===== src/hw/rtl/ate_pkg.sv =====
// ----------------------------------------------------------------------------
// ate_pkg
// Shared widths, codes, payload types and the controller/datapath bundles
// of the array table engine.
// ----------------------------------------------------------------------------
package ate_pkg;

  localparam int ATE_CAPACITY = 64;

  localparam int KIND_W   = 3;
  localparam int WORD_W   = 32;
  localparam int POS_W    = 6;
  localparam int STATUS_W = 2;
  localparam int FILL_W   = 7;

  typedef logic        [KIND_W-1:0]   ate_kind_t;
  typedef logic signed [WORD_W-1:0]   ate_word_t;
  typedef logic        [POS_W-1:0]    ate_pos_t;
  typedef logic        [STATUS_W-1:0] ate_status_t;
  typedef logic        [FILL_W-1:0]   ate_fill_t;

  localparam ate_kind_t KIND_SEARCH = 3'd0;
  localparam ate_kind_t KIND_APPEND = 3'd1;
  localparam ate_kind_t KIND_MODIFY = 3'd2;
  localparam ate_kind_t KIND_REMOVE = 3'd3;
  localparam ate_kind_t KIND_ZERO   = 3'd4;

  localparam ate_status_t ST_OK        = 2'd0;
  localparam ate_status_t ST_NOT_FOUND = 2'd1;
  localparam ate_status_t ST_FULL      = 2'd2;
  localparam ate_status_t ST_RANGE     = 2'd3;

  // read address source
  typedef enum logic [1:0] {
    RD_ZERO,
    RD_POS,
    RD_NEXT
  } ate_rd_sel_t;

  // write address source
  typedef enum logic [1:0] {
    WA_TAIL,
    WA_POS,
    WA_PREV
  } ate_wa_sel_t;

  // write data source
  typedef enum logic [1:0] {
    WD_VALUE,
    WD_ZERO,
    WD_READ
  } ate_wd_sel_t;

  typedef struct packed {
    logic        load_req;
    logic        clear_res;
    logic        rd_en;
    ate_rd_sel_t rd_sel;
    logic        wr_en;
    ate_wa_sel_t wa_sel;
    ate_wd_sel_t wd_sel;
    logic        cnt_inc;
    logic        cnt_dec;
    logic        set_status;
    ate_status_t status;
    logic        set_found;
    logic        latch_old;
    logic        set_new;
    logic        load_out;
  } ate_cmd_t;

  typedef struct packed {
    ate_kind_t kind;
    logic      empty;
    logic      full;
    logic      pos_oob;
    logic      match;
    logic      walk_last;
    logic      out_free;
  } ate_sts_t;

endpackage


===== src/hw/rtl/ate_req_if.sv =====
// ----------------------------------------------------------------------------
// ate_req_if
// Request channel: valid/ready handshake carrying one request word.
// ----------------------------------------------------------------------------
interface ate_req_if import ate_pkg::*; ();

  logic      valid;
  logic      ready;
  ate_kind_t kind;
  ate_word_t value;
  ate_pos_t  position;

  modport source (output valid, output kind, output value, output position, input ready);
  modport sink   (input valid, input kind, input value, input position, output ready);

endinterface


===== src/hw/rtl/ate_rsp_if.sv =====
// ----------------------------------------------------------------------------
// ate_rsp_if
// Result channel: valid/ready handshake carrying one result word.
// ----------------------------------------------------------------------------
interface ate_rsp_if import ate_pkg::*; ();

  logic        valid;
  logic        ready;
  ate_status_t status;
  ate_pos_t    found_position;
  ate_word_t   old_value;
  ate_word_t   new_value;
  ate_fill_t   fill_count;

  modport source (output valid, output status, output found_position, output old_value,
                  output new_value, output fill_count, input ready);
  modport sink   (input valid, input status, input found_position, input old_value,
                  input new_value, input fill_count, output ready);

endinterface


===== src/hw/rtl/array_table_engine_unit.sv =====
// ----------------------------------------------------------------------------
// array_table_engine_unit
// Unsorted list of signed words with fill count: search, append, modify,
// remove with shift, and zero at position.
// Search walks the entries from entry 0 until a match or the last entry;
//   remove shifts each entry after the position down one place, walking the
//   single read port of the entry RAM one entry per cycle.
// Flow: one request at a time; the next request is accepted the cycle
//   after the result is loaded; a result still waiting in the output
//   register holds the sequencer.
// Reset: fill count and handshakes clear at once; entries are not cleared.
// ----------------------------------------------------------------------------
module array_table_engine_unit import ate_pkg::*; #(
  parameter int CAPACITY = ATE_CAPACITY
) (
  input  logic      clk,
  input  logic      rst_n,
  ate_req_if.sink   in_req,
  ate_rsp_if.source out_rsp
);

  ate_cmd_t cmd;
  ate_sts_t sts;

  ate_ctrl u_ctrl (
    .clk      (clk),
    .rst_n    (rst_n),
    .in_valid (in_req.valid),
    .in_ready (in_req.ready),
    .sts      (sts),
    .cmd      (cmd)
  );

  ate_dp #(
    .CAPACITY (CAPACITY)
  ) u_dp (
    .clk         (clk),
    .rst_n       (rst_n),
    .in_kind     (in_req.kind),
    .in_value    (in_req.value),
    .in_position (in_req.position),
    .cmd         (cmd),
    .sts         (sts),
    .out_rsp     (out_rsp)
  );

endmodule


===== src/hw/rtl/ate_ram.sv =====
// ----------------------------------------------------------------------------
// ate_ram
// Generic simple dual-port RAM: one write port, one read port with
// registered read data.
// ----------------------------------------------------------------------------
module ate_ram #(
  parameter  int WIDTH = 32,
  parameter  int DEPTH = 64,
  localparam int AW    = (DEPTH > 1) ? $clog2(DEPTH) : 1
) (
  input  logic             clk,
  input  logic             wr_en,
  input  logic [AW-1:0]    wr_addr,
  input  logic [WIDTH-1:0] wr_data,
  input  logic             rd_en,
  input  logic [AW-1:0]    rd_addr,
  output logic [WIDTH-1:0] rd_data
);

  logic [WIDTH-1:0] mem_r [DEPTH];
  logic [WIDTH-1:0] rd_data_r;

  always_ff @(posedge clk) begin
    if (wr_en) begin
      mem_r[wr_addr] <= wr_data;
    end
    if (rd_en) begin
      rd_data_r <= mem_r[rd_addr];
    end
  end

  assign rd_data = rd_data_r;

endmodule


===== src/hw/rtl/ate_ctrl.sv =====
// ----------------------------------------------------------------------------
// ate_ctrl
// Request sequencer: decodes the request, walks the list for search and
// remove, and hands the result to the output register.
// ----------------------------------------------------------------------------
module ate_ctrl import ate_pkg::*; (
  input  logic     clk,
  input  logic     rst_n,
  input  logic     in_valid,
  output logic     in_ready,
  input  ate_sts_t sts,
  output ate_cmd_t cmd
);

  typedef enum logic [5:0] {
    S_IDLE     = 6'b000001,
    S_DISPATCH = 6'b000010,
    S_SCAN     = 6'b000100,
    S_FETCH    = 6'b001000,
    S_SHIFT    = 6'b010000,
    S_DONE     = 6'b100000
  } ate_state_t;

  ate_state_t state_r;
  ate_state_t state_nxt;

  assign in_ready = (state_r == S_IDLE);

  always_comb begin
    state_nxt = state_r;
    cmd       = '0;
    cmd.rd_sel = RD_ZERO;
    cmd.wa_sel = WA_TAIL;
    cmd.wd_sel = WD_VALUE;
    cmd.status = ST_OK;
    case (state_r)
      S_IDLE: begin
        if (in_valid) begin
          cmd.load_req = 1'b1;
          state_nxt    = S_DISPATCH;
        end
      end
      S_DISPATCH: begin
        cmd.clear_res = 1'b1;
        state_nxt     = S_DONE;
        case (sts.kind)
          KIND_SEARCH: begin
            if (sts.empty) begin
              cmd.set_status = 1'b1;
              cmd.status     = ST_NOT_FOUND;
            end else begin
              cmd.rd_en  = 1'b1;
              cmd.rd_sel = RD_ZERO;
              state_nxt  = S_SCAN;
            end
          end
          KIND_APPEND: begin
            if (sts.full) begin
              cmd.set_status = 1'b1;
              cmd.status     = ST_FULL;
            end else begin
              cmd.wr_en   = 1'b1;
              cmd.wa_sel  = WA_TAIL;
              cmd.wd_sel  = WD_VALUE;
              cmd.cnt_inc = 1'b1;
            end
          end
          KIND_MODIFY, KIND_REMOVE, KIND_ZERO: begin
            if (sts.pos_oob) begin
              cmd.set_status = 1'b1;
              cmd.status     = ST_RANGE;
            end else begin
              cmd.rd_en  = 1'b1;
              cmd.rd_sel = RD_POS;
              state_nxt  = S_FETCH;
            end
          end
          default: begin
          end
        endcase
      end
      S_SCAN: begin
        if (sts.match) begin
          cmd.set_found = 1'b1;
          state_nxt     = S_DONE;
        end else if (sts.walk_last) begin
          cmd.set_status = 1'b1;
          cmd.status     = ST_NOT_FOUND;
          state_nxt      = S_DONE;
        end else begin
          cmd.rd_en  = 1'b1;
          cmd.rd_sel = RD_NEXT;
        end
      end
      S_FETCH: begin
        cmd.latch_old = 1'b1;
        state_nxt     = S_DONE;
        case (sts.kind)
          KIND_MODIFY: begin
            cmd.wr_en   = 1'b1;
            cmd.wa_sel  = WA_POS;
            cmd.wd_sel  = WD_VALUE;
            cmd.set_new = 1'b1;
          end
          KIND_ZERO: begin
            cmd.wr_en  = 1'b1;
            cmd.wa_sel = WA_POS;
            cmd.wd_sel = WD_ZERO;
          end
          KIND_REMOVE: begin
            if (sts.walk_last) begin
              cmd.cnt_dec = 1'b1;
            end else begin
              cmd.rd_en  = 1'b1;
              cmd.rd_sel = RD_NEXT;
              state_nxt  = S_SHIFT;
            end
          end
          default: begin
          end
        endcase
      end
      S_SHIFT: begin
        cmd.wr_en  = 1'b1;
        cmd.wa_sel = WA_PREV;
        cmd.wd_sel = WD_READ;
        if (sts.walk_last) begin
          cmd.cnt_dec = 1'b1;
          state_nxt   = S_DONE;
        end else begin
          cmd.rd_en  = 1'b1;
          cmd.rd_sel = RD_NEXT;
        end
      end
      S_DONE: begin
        if (sts.out_free) begin
          cmd.load_out = 1'b1;
          state_nxt    = S_IDLE;
        end
      end
      default: begin
        state_nxt = S_IDLE;
      end
    endcase
  end

  always_ff @(posedge clk) begin
    if (!rst_n) begin
      state_r <= S_IDLE;
    end else begin
      state_r <= state_nxt;
    end
  end

  a_scan_nonempty: assert property (@(posedge clk) disable iff (!rst_n)
    (state_r == S_SCAN) |-> !sts.empty)
    else $error("scan with an empty list");

  a_done_to_idle: assert property (@(posedge clk) disable iff (!rst_n)
    (state_r == S_DONE && sts.out_free) |=> in_ready)
    else $error("result handed over but request side not reopened");

  a_state_onehot: assert property (@(posedge clk) disable iff (!rst_n)
    $onehot(state_r))
    else $error("controller state not one-hot");

endmodule


===== src/hw/rtl/ate_dp.sv =====
// ----------------------------------------------------------------------------
// ate_dp
// Datapath: entry store, fill count, walk pointer, result fields and the
// output register.
// ----------------------------------------------------------------------------
module ate_dp import ate_pkg::*; #(
  parameter int CAPACITY = ATE_CAPACITY
) (
  input  logic      clk,
  input  logic      rst_n,
  input  ate_kind_t in_kind,
  input  ate_word_t in_value,
  input  ate_pos_t  in_position,
  input  ate_cmd_t  cmd,
  output ate_sts_t  sts,
  ate_rsp_if.source out_rsp
);

  localparam int AW = $clog2(CAPACITY);
  localparam int CW = $clog2(CAPACITY + 1);
  localparam int PW = (CW > POS_W) ? CW : POS_W;
  localparam int FW = (CW > FILL_W) ? CW : FILL_W;
  localparam int XW = (AW > POS_W) ? AW : POS_W;

  ate_kind_t   kind_r;
  ate_word_t   value_r;
  ate_pos_t    pos_r;
  logic [CW-1:0] count_r, count_nxt;
  logic [AW-1:0] addr_r;
  ate_status_t res_status_r;
  ate_pos_t    res_fpos_r;
  ate_word_t   res_old_r;
  ate_word_t   res_new_r;
  logic        out_valid_r;
  ate_status_t out_status_r;
  ate_pos_t    out_fpos_r;
  ate_word_t   out_old_r;
  ate_word_t   out_new_r;
  ate_fill_t   out_fill_r;

  logic [PW-1:0] pos_ext;
  logic [PW-1:0] count_pext;
  logic [AW-1:0] pos_addr;
  logic [FW-1:0] count_fext;
  logic [XW-1:0] addr_xext;
  logic [AW-1:0] rd_addr;
  logic [AW-1:0] wr_addr;
  ate_word_t     wr_data;
  ate_word_t     rd_data;

  assign pos_ext    = PW'(pos_r);
  assign count_pext = PW'(count_r);
  assign pos_addr   = pos_ext[AW-1:0];
  assign count_fext = FW'(count_r);
  assign addr_xext  = XW'(addr_r);

  always_comb begin
    case (cmd.rd_sel)
      RD_POS:  rd_addr = pos_addr;
      RD_NEXT: rd_addr = addr_r + AW'(1);
      default: rd_addr = '0;
    endcase
    case (cmd.wa_sel)
      WA_POS:  wr_addr = pos_addr;
      WA_PREV: wr_addr = addr_r - AW'(1);
      default: wr_addr = count_r[AW-1:0];
    endcase
    case (cmd.wd_sel)
      WD_ZERO: wr_data = '0;
      WD_READ: wr_data = rd_data;
      default: wr_data = value_r;
    endcase
  end

  ate_ram #(
    .WIDTH (WORD_W),
    .DEPTH (CAPACITY)
  ) u_entries (
    .clk     (clk),
    .wr_en   (cmd.wr_en),
    .wr_addr (wr_addr),
    .wr_data (wr_data),
    .rd_en   (cmd.rd_en),
    .rd_addr (rd_addr),
    .rd_data (rd_data)
  );

  always_comb begin
    count_nxt = count_r;
    if (cmd.cnt_inc) begin
      count_nxt = count_r + CW'(1);
    end else if (cmd.cnt_dec) begin
      count_nxt = count_r - CW'(1);
    end
  end

  assign sts.kind      = kind_r;
  assign sts.empty     = (count_r == '0);
  assign sts.full      = (count_r >= CW'(CAPACITY));
  assign sts.pos_oob   = (pos_ext >= count_pext);
  assign sts.match     = (rd_data == value_r);
  assign sts.walk_last = ((CW'(addr_r) + CW'(1)) == count_r);
  assign sts.out_free  = !out_valid_r || out_rsp.ready;

  // control state
  always_ff @(posedge clk) begin
    if (!rst_n) begin
      count_r     <= '0;
      out_valid_r <= 1'b0;
    end else begin
      count_r <= count_nxt;
      if (cmd.load_out) begin
        out_valid_r <= 1'b1;
      end else if (out_rsp.ready) begin
        out_valid_r <= 1'b0;
      end
    end
  end

  // payload
  always_ff @(posedge clk) begin
    if (cmd.load_req) begin
      kind_r  <= in_kind;
      value_r <= in_value;
      pos_r   <= in_position;
    end
    if (cmd.rd_en) begin
      addr_r <= rd_addr;
    end
    if (cmd.set_status) begin
      res_status_r <= cmd.status;
    end else if (cmd.clear_res) begin
      res_status_r <= ST_OK;
    end
    if (cmd.clear_res) begin
      res_fpos_r <= '0;
      res_old_r  <= '0;
      res_new_r  <= '0;
    end else begin
      if (cmd.set_found) begin
        res_fpos_r <= addr_xext[POS_W-1:0];
      end
      if (cmd.latch_old) begin
        res_old_r <= rd_data;
      end
      if (cmd.set_new) begin
        res_new_r <= value_r;
      end
    end
    if (cmd.load_out) begin
      out_status_r <= res_status_r;
      out_fpos_r   <= res_fpos_r;
      out_old_r    <= res_old_r;
      out_new_r    <= res_new_r;
      out_fill_r   <= count_fext[FILL_W-1:0];
    end
  end

  assign out_rsp.valid          = out_valid_r;
  assign out_rsp.status         = out_status_r;
  assign out_rsp.found_position = out_fpos_r;
  assign out_rsp.old_value      = out_old_r;
  assign out_rsp.new_value      = out_new_r;
  assign out_rsp.fill_count     = out_fill_r;

  a_count_bound: assert property (@(posedge clk) disable iff (!rst_n)
    count_r <= CW'(CAPACITY))
    else $error("fill count beyond capacity");

  a_load_free: assert property (@(posedge clk) disable iff (!rst_n)
    cmd.load_out |-> sts.out_free)
    else $error("output register overwritten before it was taken");

  a_append_room: assert property (@(posedge clk) disable iff (!rst_n)
    cmd.cnt_inc |-> (!sts.full && cmd.wr_en && cmd.wa_sel == WA_TAIL))
    else $error("append into a full list");

  a_remove_live: assert property (@(posedge clk) disable iff (!rst_n)
    cmd.cnt_dec |-> (!sts.empty && !cmd.cnt_inc))
    else $error("remove from an empty list");

endmodule

===== src/flat_wrapper.sv =====
// flat-port wrapper written by rule: the top's interface ports become plain ports
module array_table_engine_unit_flat import ate_pkg::*;
#(
  parameter int CAPACITY = ATE_CAPACITY
)
  (clk, rst_n, in_req_valid, in_req_kind, in_req_value, in_req_position, in_req_ready, out_rsp_valid, out_rsp_status, out_rsp_found_position, out_rsp_old_value, out_rsp_new_value, out_rsp_fill_count, out_rsp_ready);
  ate_req_if in_req_i ();
  ate_rsp_if out_rsp_i ();
  input  logic clk;
  input  logic rst_n;
  input wire logic [$bits(in_req_i.valid)-1:0] in_req_valid;
  input wire logic [$bits(in_req_i.kind)-1:0] in_req_kind;
  input wire logic [$bits(in_req_i.value)-1:0] in_req_value;
  input wire logic [$bits(in_req_i.position)-1:0] in_req_position;
  output wire logic [$bits(in_req_i.ready)-1:0] in_req_ready;
  output wire logic [$bits(out_rsp_i.valid)-1:0] out_rsp_valid;
  output wire logic [$bits(out_rsp_i.status)-1:0] out_rsp_status;
  output wire logic [$bits(out_rsp_i.found_position)-1:0] out_rsp_found_position;
  output wire logic [$bits(out_rsp_i.old_value)-1:0] out_rsp_old_value;
  output wire logic [$bits(out_rsp_i.new_value)-1:0] out_rsp_new_value;
  output wire logic [$bits(out_rsp_i.fill_count)-1:0] out_rsp_fill_count;
  input wire logic [$bits(out_rsp_i.ready)-1:0] out_rsp_ready;
  assign in_req_i.valid = in_req_valid;
  assign in_req_i.kind = in_req_kind;
  assign in_req_i.value = in_req_value;
  assign in_req_i.position = in_req_position;
  assign in_req_ready = in_req_i.ready;
  assign out_rsp_valid = out_rsp_i.valid;
  assign out_rsp_status = out_rsp_i.status;
  assign out_rsp_found_position = out_rsp_i.found_position;
  assign out_rsp_old_value = out_rsp_i.old_value;
  assign out_rsp_new_value = out_rsp_i.new_value;
  assign out_rsp_fill_count = out_rsp_i.fill_count;
  assign out_rsp_i.ready = out_rsp_ready;
  array_table_engine_unit #(.CAPACITY(CAPACITY)) u_core (.clk(clk), .rst_n(rst_n), .in_req(in_req_i), .out_rsp(out_rsp_i));
endmodule

===== config.mk =====
export PLATFORM = sky130hd
export DESIGN_NAME = array_table_engine_unit_flat
export DESIGN_NICKNAME = d
export VERILOG_FILES = /design/src/hw/rtl/ate_pkg.sv /design/src/hw/rtl/ate_req_if.sv /design/src/hw/rtl/ate_rsp_if.sv /design/src/hw/rtl/array_table_engine_unit.sv /design/src/hw/rtl/ate_ram.sv /design/src/hw/rtl/ate_ctrl.sv /design/src/hw/rtl/ate_dp.sv /design/src/flat_wrapper.sv
export SDC_FILE = /design/constraint.sdc
export NUM_CORES = 2
export LEC_CHECK = 0
export BUFFER_PORTS_ARGS = -buffer_cell sky130_fd_sc_hd__buf_2
export CAP_MARGIN = 20
export CORE_AREA = 2 2 449 340
export DETAILED_ROUTE_END_ITERATION = 7
export DIE_AREA = 0 0 451 342
export PLACE_DENSITY = 0.76
export SLEW_MARGIN = 0
export SYNTH_ARGS = -nofsm -noshare
export SYNTH_HDL_FRONTEND = slang
export SYNTH_SLANG_ARGS = --single-unit

===== constraint.sdc =====
create_clock -name clk -period 7.4 [get_ports clk]
set_input_delay 1.11 -clock clk [delete_from_list [all_inputs] [get_ports clk]]
set_output_delay 1.11 -clock clk [all_outputs]
set_load 0.05 [all_outputs]

# Yosys cells after proc, flatten, opt, wreduce, memory -nomap -nowiden
# Memory sizes are Yosys's and may differ from the RTL's. A register that Yosys moved wholly into a read port is not among the register bits.
# Index checks and enable logic that the tools add are counted.
[totals]
wordCells = 105
ram_bits = 2048
out_inout_bits = 81
regBits = 212
input_bits = 45
n_memories = 1
[classes]
n_lt_le_gt_ge = 2
reduce_logical = 9
n_mux = 52
addsub = 5
eq_ne = 20
[memory_table]
columns = ["memory", "words", "word_bits", "read_ports", "rd_ports_with_merged_regs", "write_ports", "line_no", "text"]
rows = [
  ["u_core.u_dp.u_entries.mem_r", 64, 32, 1, 1, 1, "ate_ram.sv:20", "logic [WIDTH-1:0] mem_r [DEPTH];"],
]
[ops]
columns = ["op", "count"]
rows = [
  ["32-bit case mux with 2 select lines", 1],
  ["6-bit two-way mux", 10],
  ["6-bit case mux with 2 select lines", 3],
  ["6-bit case mux with 6 select lines", 1],
  ["32-bit equality test", 1],
  ["3-bit two-way mux", 10],
  ["1-bit two-way mux", 15],
  ["5-bit case mux with 3 select lines", 1],
  ["7-bit two-way mux", 2],
  ["3-bit case mux with 2 select lines", 2],
  ["3-bit case mux with 4 select lines", 1],
  ["5-bit case mux with 2 select lines", 1],
  ["3-bit case mux with 3 select lines", 1],
  ["6-bit by 1-bit adder with 7-bit output, second input constant", 1],
  ["7-bit by 1-bit adder with 7-bit output, second input constant", 1],
  ["7-bit equality test", 1],
  ["6-bit by 7-bit greater-or-equal comparator with 1-bit output", 1],
  ["7-bit greater-or-equal comparator, second input constant", 1],
  ["7-bit logical NOT", 1],
  ["7-bit by 1-bit subtractor with 7-bit output, second input constant", 1],
  ["6-bit by 1-bit adder with 6-bit output, second input constant", 1],
  ["2-bit by 1-bit equality test with 1-bit output, second input constant", 3],
  ["2-bit equality test, second input constant", 3],
  ["3-bit by 2-bit equality test with 1-bit output, second input constant", 2],
  ["other kinds (19)", 23],
]

# Longest topological paths before layout
[depth]
depth_word = 7
ltp_mapped = 21
mapped_depth_nobuf = 18

# Modules after synthesis
# A second synthesis with hierarchy kept.
[hier_totals]
hier_cells = 4068
area_unflattened_um2 = 87732.9
[by_module_without_submodules]
columns = ["mod", "area_per_inst_um2", "seq_area_each_um2", "instances", "cells_per_inst"]
rows = [
  ["ate_ram", 78835.6, 62459.9, 1, 3324],
  ["ate_dp", 8284.2, 5405.2, 1, 664],
  ["ate_ctrl", 613.1, 120.1, 1, 80],
]

# Least setup slack after synthesis
# Ideal clock, no wire load.
[synth_path]
kind = "reg-to-reg"
startpoint = "reg u_core.u_ctrl.state_r[5]"
endpoint = "mem u_core.u_dp.u_entries.mem_r[0][0] (data pin)"
stages_incl_launch_ff = 10
setup_ns = 0.701
t_required_ns = 6.699
synth_period_minus_slack_ns = 5.422
setup_slack_ns = 1.978
t_arrival_ns = 4.720
path_buffers = 3
cell_sequence = "dfxtp_1 -> nor2_1 -> nand2_1 -> nor3b_1 -> clkbuf_1 -> nand3_1 -> ha_1 -> clkbuf_1 -> clkbuf_1 -> o21ai_0"
[synth_between]
elab_chain_len = 4
word_cells_on_any_way = 7
cone_classes = "eq/ne (5); mux (2)"
[synth_lines]
columns = ["item", "line_no", "text"]
rows = [
  ["start, declared", "ate_ctrl.sv:24", "ate_state_t state_r;"],
  ["start signal, assigned", "ate_ctrl.sv:151", "state_r <= state_nxt;"],
  ["6-bit by 5-bit equality test with 1-bit output, or another cell as far along", "ate_ctrl.sv:36", "case (state_r)"],
  ["5-bit case mux with 3 select lines (*)", "ate_ctrl.sv:36", ""],
  ["2-bit equality test / 2-bit by 1-bit equality test with 1-bit output (equally long branches)", "ate_dp.sv:68", "case (cmd.wd_sel)"],
  ["32-bit case mux with 2 select lines (*)", "ate_dp.sv:68", ""],
  ["via u_core.u_dp.u_entries.wr_data[0]", "ate_ram.sv:14", "input logic [WIDTH-1:0] wr_data,"],
  ["end, declared", "ate_ram.sv:20", ""],
]
# The timed path passes the listed nets; every way through them passes the cells marked *.

# Final worst setup path
[layout_path]
startpoint = "reg u_core.u_dp.u_entries.rd_data_r[15] (netlist: u_core.u_dp.u_entries.rd_data[15]) (read register of u_core.u_dp.u_entries.mem_r)"
endpoint = "reg u_core.u_dp.u_entries.rd_data_r[3] (netlist: u_core.u_dp.u_entries.rd_data[3]) (read register of u_core.u_dp.u_entries.mem_r) (data pin)"
[layout_between]
elab_chain_len = 5
word_cells_on_any_way = 6
cone_classes = "eq/ne (3); mux (3)"
[layout_lines]
columns = ["item", "line_no", "text"]
rows = [
  ["start, declared", "ate_ram.sv:21", "logic [WIDTH-1:0] rd_data_r;"],
  ["32-bit equality test (*)", "ate_dp.sv:101", "assign sts.match = (rd_data == value_r);"],
  ["3-bit two-way mux (*)", "ate_ctrl.sv:83", "if (sts.match) begin"],
  ["3-bit case mux with 4 select lines (*)", "ate_ctrl.sv:36", ""],
  ["2-bit equality test / 2-bit by 1-bit equality test with 1-bit output (equally long branches)", "ate_dp.sv:58", "case (cmd.rd_sel)"],
  ["6-bit case mux with 2 select lines", "ate_dp.sv:58", ""],
]
# Mark *: on every way between the ends. The rest lies on a longest branch, timed or not.
# A chain may end at the register's enable or synchronous reset.

==> metrics <==
Initial Utilization=59.3%; failing checks=design-rule violations, max-slew violations; die area=154000 sq um; GPL Wtd Cong=a little over 0.9; worst path bufs/invs=3; Ports=126; worst path cell trace=xor2_1 -> nor4_1 -> nand4_1 -> nor2_1 -> nor2_1 -> o21ai_0 -> inv_1 -> ha_1 -> a22oi_1 -> or2_1 -> inv_8 -> nor2_4 -> buf_12 -> a222oi_1 -> o31ai_1; CP Capture Type=flop; critical path depth=15; pwr dens=250 nW/um^2; DRC violations left=2; final critical-path share of the clock period=93.8%; Final Total Pwr=25100 uW; Crit Path Category=flop to flop; Slew Viols, Final=2; Top Usage Layer GRT=met1; global-route wire length before repair=approximately 380 mm; hold-fix buffers at CTS=0; max_cap viols=0; met2 usage=a little under half; layout cells sized above 1=12.4%; Rel. slew slack=-0.819%; die height=between 300 and 400 um; Yosys cell types=73; antenna violations before repair=15; maximum clock insertion buffer count=3; Syn. warnings=0; Syn Inst Count=5908; status=finished with violations; Layout Area Growth over Synthesis=12.2%; EDFF count, synth=2208; multi-input logic area=20300 sq um; final hold slack=423 ps; Area contributors post-synth=edfxtp_1, nand2_1, mux2i_1; asr flop ratio synth=0%; largest net degree at the start of global routing=about 130; hold depth=1; Leakage=0.0319 uW; post-CTS setup buffers=0; Core Rows=124; GRT overflow=0; port buffer count=125; final-report hold violation count=0; Worst path most repeated cell=nor2_1; share of the synthesized area in the top cell type=between 70% and 80%; slowest stage delay, CP=1080 ps; WL/cell=32.9 um; post-DP HPWL=between 150 and 200 mm; CP max stage cell=o31ai_1; M1 GR Usage=a little under 50%; Setup Skew=a little over 40 ps; clk sink count=between 2k and 2.5k; vias in the first global route=54.5k; Max IR drop VDD=about 0.00025 V; Yosys top cell by area=edfxtp_1; Clock Pin Slew Worst Setup and Hold Paths=60 ps; Final setup viols=0; most common cell in the netlist=edfxtp_1; ys flop type=edfxtp_1; final net count=6099; Max FO, Critical Path=54; Fillers=9771; HP Class=input port to flop; Synth Cell Area=89300 sq um; synth cell count leaders=edfxtp_1, nand2_1, or3_1; Register Area=68000 sq um; GRT Util Overall=34.5%; CTS Buf Count=200; Detailed Routing Iterations Pass 1=8; GR Util met3=between 10 and 15%; die width=451 um; min cycle time layout=6940 ps; worst r2r path cells=15; Syn Nets=5972; via/cell ratio=around 7; Required @ worst endpoint=7890 ps; post-CTS resize count=0; unrepaired setup endpoints after global routing=no; Initial DRC Count=11.9k; routed vias=57.8k; Arrival @ worst endpoint=7420 ps; CTS tree=done; register area share after synthesis=roughly three quarters; H-tree Lvls=4; core area=151000 sq um; Fmax achieved=144 MHz; CTS root buffer=clkbuf_16; routed wire length=271 mm; latest clock arrival within the worst-skew pair=860 ps; setup TNS=0 ps; worst slew pin tran=1510 ps; syn avg cell area=around 15 sq um; DRT antenna net count=0; Top Family by Delay on Critical Path=compound AO/OA/AOI/OAI gates; Yosys reg bits=~2.3k; startpoint types=flop
-- flip-flops by register name, summed over array words and instances, names as in the netlist, 7 cells and up --
register                        flops
u_core.u_dp.count_fext              7
u_core.u_dp.out_rsp.fill_count      7
u_core.u_dp.out_rsp.new_value      32
u_core.u_dp.out_rsp.old_value      32
u_core.u_dp.res_new_r              32
u_core.u_dp.res_old_r              32
u_core.u_dp.u_entries.mem_r      2048
u_core.u_dp.u_entries.rd_data      32
u_core.u_dp.value_r                32
-- metal layers --
| metal | up-vias | wire length, um |
|---|---|---|
| met5 | - | 286 |
| met4 | 18 | 11100 |
| met3 | 663 | 50100 |
| met2 | 5204 | 113000 |
| met1 | 28400 | 96000 |
| li1 | 23500 | - |
-- area by class of cell --
class                           count  area share (%)
Antenna cell                        5          0.0125
Clock buffer                      266            5.45
Clock inverter                    105           0.947
Inverter                           26           0.120
Multi-Input combinational cell   3157            20.3
Sequential cell                  2292            67.9
Tap cell                         2016            2.52
Timing Repair Buffer              358            2.80
-- power breakdown --
| part | leakage [uW] | internal, uW | total (uW) | switching [uW] |
|---|---|---|---|---|
| combinational | 0.00835 | 57.4 | 413 | 356 |
| sequential | 0.0204 | 14300 | 14300 | 31.1 |
| clock | 0.00312 | 5660 | 10400 | 4710 |
| total | 0.0319 | 20000 | 25100 | 5100 |
-- cells in the final DEF, fill, tap and decap left out, types with 11 or more instances in the layout --
master	instances
a21oi_1	77
a222oi_1	62
a22oi_1	67
a31oi_1	130
a32o_1	63
and3_1	129
buf_12	33
buf_2	126
buf_4	196
bufinv_16	13
clkbuf_1	54
clkbuf_16	208
clkinv_1	42
clkinv_2	30
dfxtp_1	84
edfxtp_1	2208
ha_1	17
inv_1	21
mux2i_1	205
nand2_1	982
nand3_1	137
nor2_1	42
nor2_4	71
nor3_1	16
nor4_1	13
o2111ai_1	124
o21ai_0	100
o21ai_1	41
o21ai_4	33
o221ai_1	155
o22ai_1	124
o31a_1	124
o31ai_1	34
or3_1	261
xnor2_1	11
xor2_1	39
-- worst reg2reg max path, stage by stage (launching register included) --
cell      delay, ps
edfxtp_1        730
xor2_1          240
nor4_1          300
nand4_1         190
nor2_1          200
nor2_1          110
o21ai_0         540
inv_1           110
ha_1            320
a22oi_1         230
or2_1           370
inv_8           280
nor2_4         1000
buf_12          410
a222oi_1        460
o31ai_1        1090
-- path summary, 6_finish.rpt --
| path | slack [ps] | endpoint | from |
|---|---|---|---|
| max | 460 | u_core.u_dp.u_entries.rd_data[3] | u_core.u_dp.u_entries.rd_data[15] |
| min | 420 | u_core.u_dp.value_r[0] | in_req_value[0] |
| max reg2reg | 460 | u_core.u_dp.u_entries.rd_data[3] | u_core.u_dp.u_entries.rd_data[15] |
| min reg2reg | 430 | u_core.u_dp.out_rsp.old_value[0] | u_core.u_dp.res_old_r[0] |
-- stage by stage --
stage | util [%] | instance area [sq um] | setup slack [ps] | cells
6_report | 66.5 | 100000 | 462 | 8225
5_1_grt | 66.5 | 100000 | 306 | 8220
4_1_cts | 66.4 | 100000 | 794 | 8214
3_5_place_dp | 62.2 | 93700 | 907 | 7843
3_3_place_gp | 62.1 | 93600 | 569 | 7836
2_1_floorplan | - | 89300 | 1980 | 5908
-- cell families (layout without fill, tap and decap cells) --
kind of cell | after synthesis | count (layout) | synth area share, %
compound gates | 1182 | 1182 | 9.83
fa+ha+maj | 19 | 19 | 0.275
other cells | 0 | 5 | 0
flops | 2292 | 2292 | 76.2
mux | 207 | 207 | 2.32
simple gates | 1697 | 1697 | 8.69
buf+inv | 459 | 755 | 2.19
xor+xnor | 52 | 52 | 0.534
No activity file was read; power rests on OpenSTA's default activity.
